### config.mk
export PLATFORM = sky130hd
export DESIGN_NAME = sorted_insert_store_drain_unit
export DESIGN_NICKNAME = d
export VERILOG_FILES = /design/src/hw/rtl/sisd_pkg.sv /design/src/hw/rtl/sorted_insert_store_drain_unit.sv
export SDC_FILE = /design/constraint.sdc
export NUM_CORES = 1
export LEC_CHECK = 0
export ABC_AREA = 0
export BUFFER_PORTS_ARGS = -buffer_cell sky130_fd_sc_hd__buf_2
export CAP_MARGIN = 15
export CORE_MARGIN = 3
export CORE_UTILIZATION = 60
export DETAILED_ROUTE_END_ITERATION = 8
export GPL_ROUTABILITY_DRIVEN = 0
export PLACE_DENSITY = 0.77
export SYNTH_ARGS = -nofsm -noshare
export SYNTH_HDL_FRONTEND = slang
export SYNTH_SLANG_ARGS = --single-unit
### constraint.sdc
create_clock -name clk -period 10 [get_ports clk]
set_input_delay 2.5 -clock clk [delete_from_list [all_inputs] [get_ports clk]]
set_output_delay 2.5 -clock clk [all_outputs]
set_load 0.005 [all_outputs]
### src/hw/rtl/sisd_pkg.sv
// Shared types for the sorted insert store and drain unit.
`timescale 1ns / 1ps
`default_nettype none

package sisd_pkg;

	// Status bits that travel with each drained key.
	typedef struct packed {
		logic final_key;
		logic overflowed;
	} out_flags_t;

endpackage

`default_nettype wire

### src/hw/rtl/sorted_insert_store_drain_unit.sv
// Top level: sorted key store with iterative insert and a drain sequencer.
//
//  channel | direction | handshake              | payload
//  --------+-----------+------------------------+-------------------------------------
//  in      | input     | in_valid / in_ready    | item_key, end_of_set
//  out     | output    | out_valid / out_ready  | sorted_key, final_key, overflowed
//
// An insert walks the store from the top down with one shared compare, reading each
// stored key it compares and shifting it up until the key lands or reaches the bottom.
// An insert into a full store is dropped in the cycle it is accepted.
// A drain reads each stored key through the single memory read port before presenting it.
// Reset empties the store and clears the overflow flag; no clearing pass is needed.
// The block takes no input beat while it inserts or drains; the drain stalls on out_ready.
`timescale 1ns / 1ps
`default_nettype none

module sorted_insert_store_drain_unit #(
	parameter int DEPTH    = 16,
	parameter int KEY_BITS = 8
) (
	input  wire logic                clk,
	input  wire logic                arst_n,
	input  wire logic                in_valid,
	output logic                     in_ready,
	input  wire logic [KEY_BITS-1:0] item_key,
	input  wire logic                end_of_set,
	output logic                     out_valid,
	input  wire logic                out_ready,
	output logic [KEY_BITS-1:0]      sorted_key,
	output logic                     final_key,
	output logic                     overflowed
);

	localparam int AW   = (DEPTH > 1) ? $clog2(DEPTH) : 1;
	localparam int CNTW = $clog2(DEPTH + 1);
	localparam logic [CNTW-1:0] FULL_CNT = CNTW'(DEPTH);
	localparam logic [CNTW-1:0] ONE_CNT  = CNTW'(1);

	typedef enum logic [2:0] {
		ST_IDLE,
		ST_READ,
		ST_CMP,
		ST_DRD,
		ST_DOUT
	} state_t;

	state_t              state_q;
	logic [KEY_BITS-1:0] key_q;
	logic                drain_q;
	logic [CNTW-1:0]     idx_q;
	logic [CNTW-1:0]     fill_q;
	logic                ovf_q;

	logic [KEY_BITS-1:0] mem [DEPTH];
	logic [KEY_BITS-1:0] rdata_q;

	logic                rd_en;
	logic [AW-1:0]       rd_addr;
	logic                wr_en;
	logic [AW-1:0]       wr_addr;
	logic [KEY_BITS-1:0] wr_data;
	logic                moves_up;
	logic                last_out;
	sisd_pkg::out_flags_t flags;

	// The one compare unit: does the stored key at the walk position move up?
	assign moves_up = (rdata_q >= key_q);
	assign last_out = (idx_q == (fill_q - ONE_CNT));

	always_comb begin
		rd_en   = 1'b0;
		rd_addr = idx_q[AW-1:0];
		wr_en   = 1'b0;
		wr_addr = idx_q[AW-1:0];
		wr_data = key_q;
		case (state_q)
			ST_READ: begin
				if (idx_q == '0) begin
					wr_en = 1'b1;
				end else begin
					rd_en   = 1'b1;
					rd_addr = AW'(idx_q - ONE_CNT);
				end
			end
			ST_CMP: begin
				wr_en = 1'b1;
				if (moves_up) begin
					wr_data = rdata_q;
				end
			end
			ST_DRD: begin
				rd_en = 1'b1;
			end
			default: begin
			end
		endcase
	end

	always_ff @(posedge clk) begin
		if (wr_en) begin
			mem[wr_addr] <= wr_data;
		end
		if (rd_en) begin
			rdata_q <= mem[rd_addr];
		end
	end

	always_ff @(posedge clk or negedge arst_n) begin
		if (!arst_n) begin
			state_q <= ST_IDLE;
			idx_q   <= '0;
			fill_q  <= '0;
			ovf_q   <= 1'b0;
			drain_q <= 1'b0;
			key_q   <= '0;
		end else begin
			case (state_q)
				ST_IDLE: begin
					if (in_valid) begin
						key_q   <= item_key;
						drain_q <= end_of_set;
						idx_q   <= '0;
						if (fill_q == FULL_CNT) begin
							ovf_q <= 1'b1;
							if (end_of_set) begin
								state_q <= ST_DRD;
							end
						end else begin
							idx_q   <= fill_q;
							state_q <= ST_READ;
						end
					end
				end
				ST_READ: begin
					if (idx_q == '0) begin
						fill_q  <= fill_q + ONE_CNT;
						state_q <= drain_q ? ST_DRD : ST_IDLE;
					end else begin
						state_q <= ST_CMP;
					end
				end
				ST_CMP: begin
					if (moves_up) begin
						idx_q   <= idx_q - ONE_CNT;
						state_q <= ST_READ;
					end else begin
						fill_q  <= fill_q + ONE_CNT;
						idx_q   <= '0;
						state_q <= drain_q ? ST_DRD : ST_IDLE;
					end
				end
				ST_DRD: begin
					state_q <= ST_DOUT;
				end
				ST_DOUT: begin
					if (out_ready) begin
						if (last_out) begin
							fill_q  <= '0;
							idx_q   <= '0;
							state_q <= ST_IDLE;
						end else begin
							idx_q   <= idx_q + ONE_CNT;
							state_q <= ST_DRD;
						end
					end
				end
				default: begin
					state_q <= ST_IDLE;
				end
			endcase
		end
	end

	// The idle pass of the READ state is taken only after a full-store check, so the
	// first walk step after an accepted beat never runs with idx_q ahead of fill_q.
	assign flags.final_key  = last_out;
	assign flags.overflowed = ovf_q;

	assign in_ready   = (state_q == ST_IDLE);
	assign out_valid  = (state_q == ST_DOUT);
	assign sorted_key = rdata_q;
	assign final_key  = flags.final_key;
	assign overflowed = flags.overflowed;

endmodule

`default_nettype wire

==> run summary <==
Pwr Density = 344 nW/um2
# DRC = 0
Detailed Routing Iterations Pass 1 = 6
Fin. Hold Viols = 0
CP required = 7.50 ns
Yosys Warn Count = 0
Worst-Margin Slew = 0.977 ns
Most frequent cells in the layout = edfxtp_1, nand2_1, mux4_2
Max-cap violations = 0
Flops & latches, synth = 159
Critical path class = register to primary output
WL final = 18.2 mm
Minimum clock period = 4.83 ns
Synthesized cell area = 8160 um2
Hold_sp = overflowed
Routed Antenna Nets = 0
Syn Area/Cell = 14.7 um2
RR Endpoint = sorted_key[4]
Clock Path Buffers = 2
Final setup margin = 5.17 ns
Post-synth ARST share = 14.5%
CP Max Fanout = 61
Final #Nets = 608
P&R area growth vs syn = 10.5%
WP data arrival = 2.33 ns
Pins over their slew limit = 0
Final count of negative-setup-slack endpoints = 0
Worst-Skew Late Latency = 0.42 ns
Final Instance Area = 9010 um2
Die Area = 15000 um2
Site Rows = 41
Mean routed wirelength per cell = 23.8 um
Achievable Freq = 207 MHz
Pre-CTS setup slack = 5.59 ns
CTS tree = done
Status = finished clean
Ant diodes = 0
Placed cells = 729
Clk_skew = 0.00618 ns
Via density = 6.67
Dpl cell area = 8390 um2
I/O Buffers = 24
Crit path capture type = primary output
Cts-stage hold buffer count = 0
Antenna violations before repair = 0
RSZ-0062 raised after global routing = false
Die H = 123 um
Hold crit path type = register to register
Slew HR = 34.9%
CTS sink count = 159
Final Instance Count excl. Fillers = 764
Final period utilization = 48.3%
Post-CTS setup buffer count = 0
P_leak = 3.24 nW
DRT iter0 DRCs = 592
Final Core Density = 69.5%
Largest net degree at the start of global routing = 62
Sequential share of the synthesized area = 57.1%
R2R cell count = 8
Vias in the first global route = 5043
Commonest non-fill, non-tap cell in the layout = edfxtp_1
R2R setup slack = 5.89 ns
Worst-path clk slew = 0.06 ns
Worst VDD drop = 0.179 mV
Global-route wire length before repair = 28.7 mm
Total power = 3.10 mW
Post-CTS sizing = 0
RR Startpoint = idx_q[0]
Worst hold path stage count = 1
Hold Path Sink = overflowed
CTS Buf Count = 17
Hold slack = 0.511 ns
Share of cells above drive strength 1 = 24.3%
Die X-Extent = 123 um
Core Region = 13000 um2
Top FF cell, synth = edfxtp_1
Post-Syn Instances = 557
Post-synth EDFFs = 136
I/O Pins = 25
Root Driver = clkbuf_16
Worst Setup Start Kind = register
GRT overflow = 0
Syn nets = 585
Initial Utilization = 62.9%
CTS HTree Levels = 4
Total track usage = 26.2%
Vias = 5095
Hpwl dp = 11.6 mm
Total Neg Setup Slack = 0 ns
Cell variety after synth = 59
==> area by class of cell <==
class | count | area, um2
repair buffers | 40 | 240
clock buffers | 19 | 433
multi-input cells | 345 | 3240
well taps | 172 | 215
inverters | 17 | 63.8
clock inverters | 12 | 159
flip-flops and latches | 159 | 4660
fillers | 835 | 3960
==> where the power goes <==
part           internal [mW]  switching [mW]  total, mW  leakage (nW)
Combinational          0.583           0.822       1.40          1.44
Sequential             0.947          0.0975       1.04          1.51
Clock                  0.394           0.260      0.653         0.285
==> worst max-delay path: stages, from the launching register on <==
cell and delay [ns]:
dfrtp_2 0.34, buf_4 0.71, xor2_1 0.20, nand2_1 0.09
nor4_1 0.33, buf_2 0.18
==> logic make-up after synthesis <==
group	Yosys count	share of synthesized area, %
compound gates	90	6.99
xor+xnor	12	1.29
fa+ha+maj	15	2.30
buf+inv	53	3.17
flops	159	57.1
mux	97	21.0
simple gates	131	8.17
==> worst max path at each step <==
stage                     cells past startpoint  slack, ns       from         to
after detailed placement                      5       5.59   idx_q[0]  final_key
final                                         5       5.17   idx_q[0]  final_key
after floorplan                               5       6.08  fill_q[0]  final_key
after CTS                                     5       5.15   idx_q[0]  final_key
after global placement                        5       5.64   idx_q[0]  final_key
after global routing                          5       4.94   idx_q[0]  final_key
==> synthesized netlist by cell type, types with 3 or more instances <==
library cell / n / share of area (%)
clkbuf_1: 13 / 0.60
o221ai_1: 5 / 0.54
o21ai_1: 5 / 0.31
nor2_1: 23 / 1.1
buf_2: 15 / 0.92
buf_4: 3 / 0.28
and3_1: 5 / 0.38
mux2i_1: 36 / 4.4
nand2b_1: 6 / 0.46
nor3_1: 8 / 0.49
xnor2_1: 7 / 0.75
mux4_2: 59 / 16
ha_1: 15 / 2.3
dfrtp_1: 23 / 7.1
buf_6: 4 / 0.55
xor2_1: 5 / 0.54
nand3_1: 3 / 0.18
o22a_1: 5 / 0.54
inv_1: 16 / 0.74
nand2_1: 61 / 2.8
o21ai_0: 19 / 1.2
a21oi_1: 27 / 1.7
edfxtp_1: 136 / 50
a31oi_1: 10 / 0.77
or4_1: 3 / 0.28
==> sequential cells by signal, indices dropped and copies added (netlist names) <==
signal      count
mem           128
key_q           8
sorted_key      8
fill_q          5
idx_q           5
state_q         3
drain_q         1
overflowed      1
==> routing by layer <==
metal | vias to the layer above | track usage, % | part of all wire [%]
met5 | - | 0 | 0
met4 | 0 | 11.0 | 2.6
met3 | 38 | 5.30 | 8.3
met2 | 252 | 41.0 | 50
met1 | 2565 | 36.4 | 40
li1 | 2240 | - | -
No activity file was read; power rests on OpenSTA's default activity.
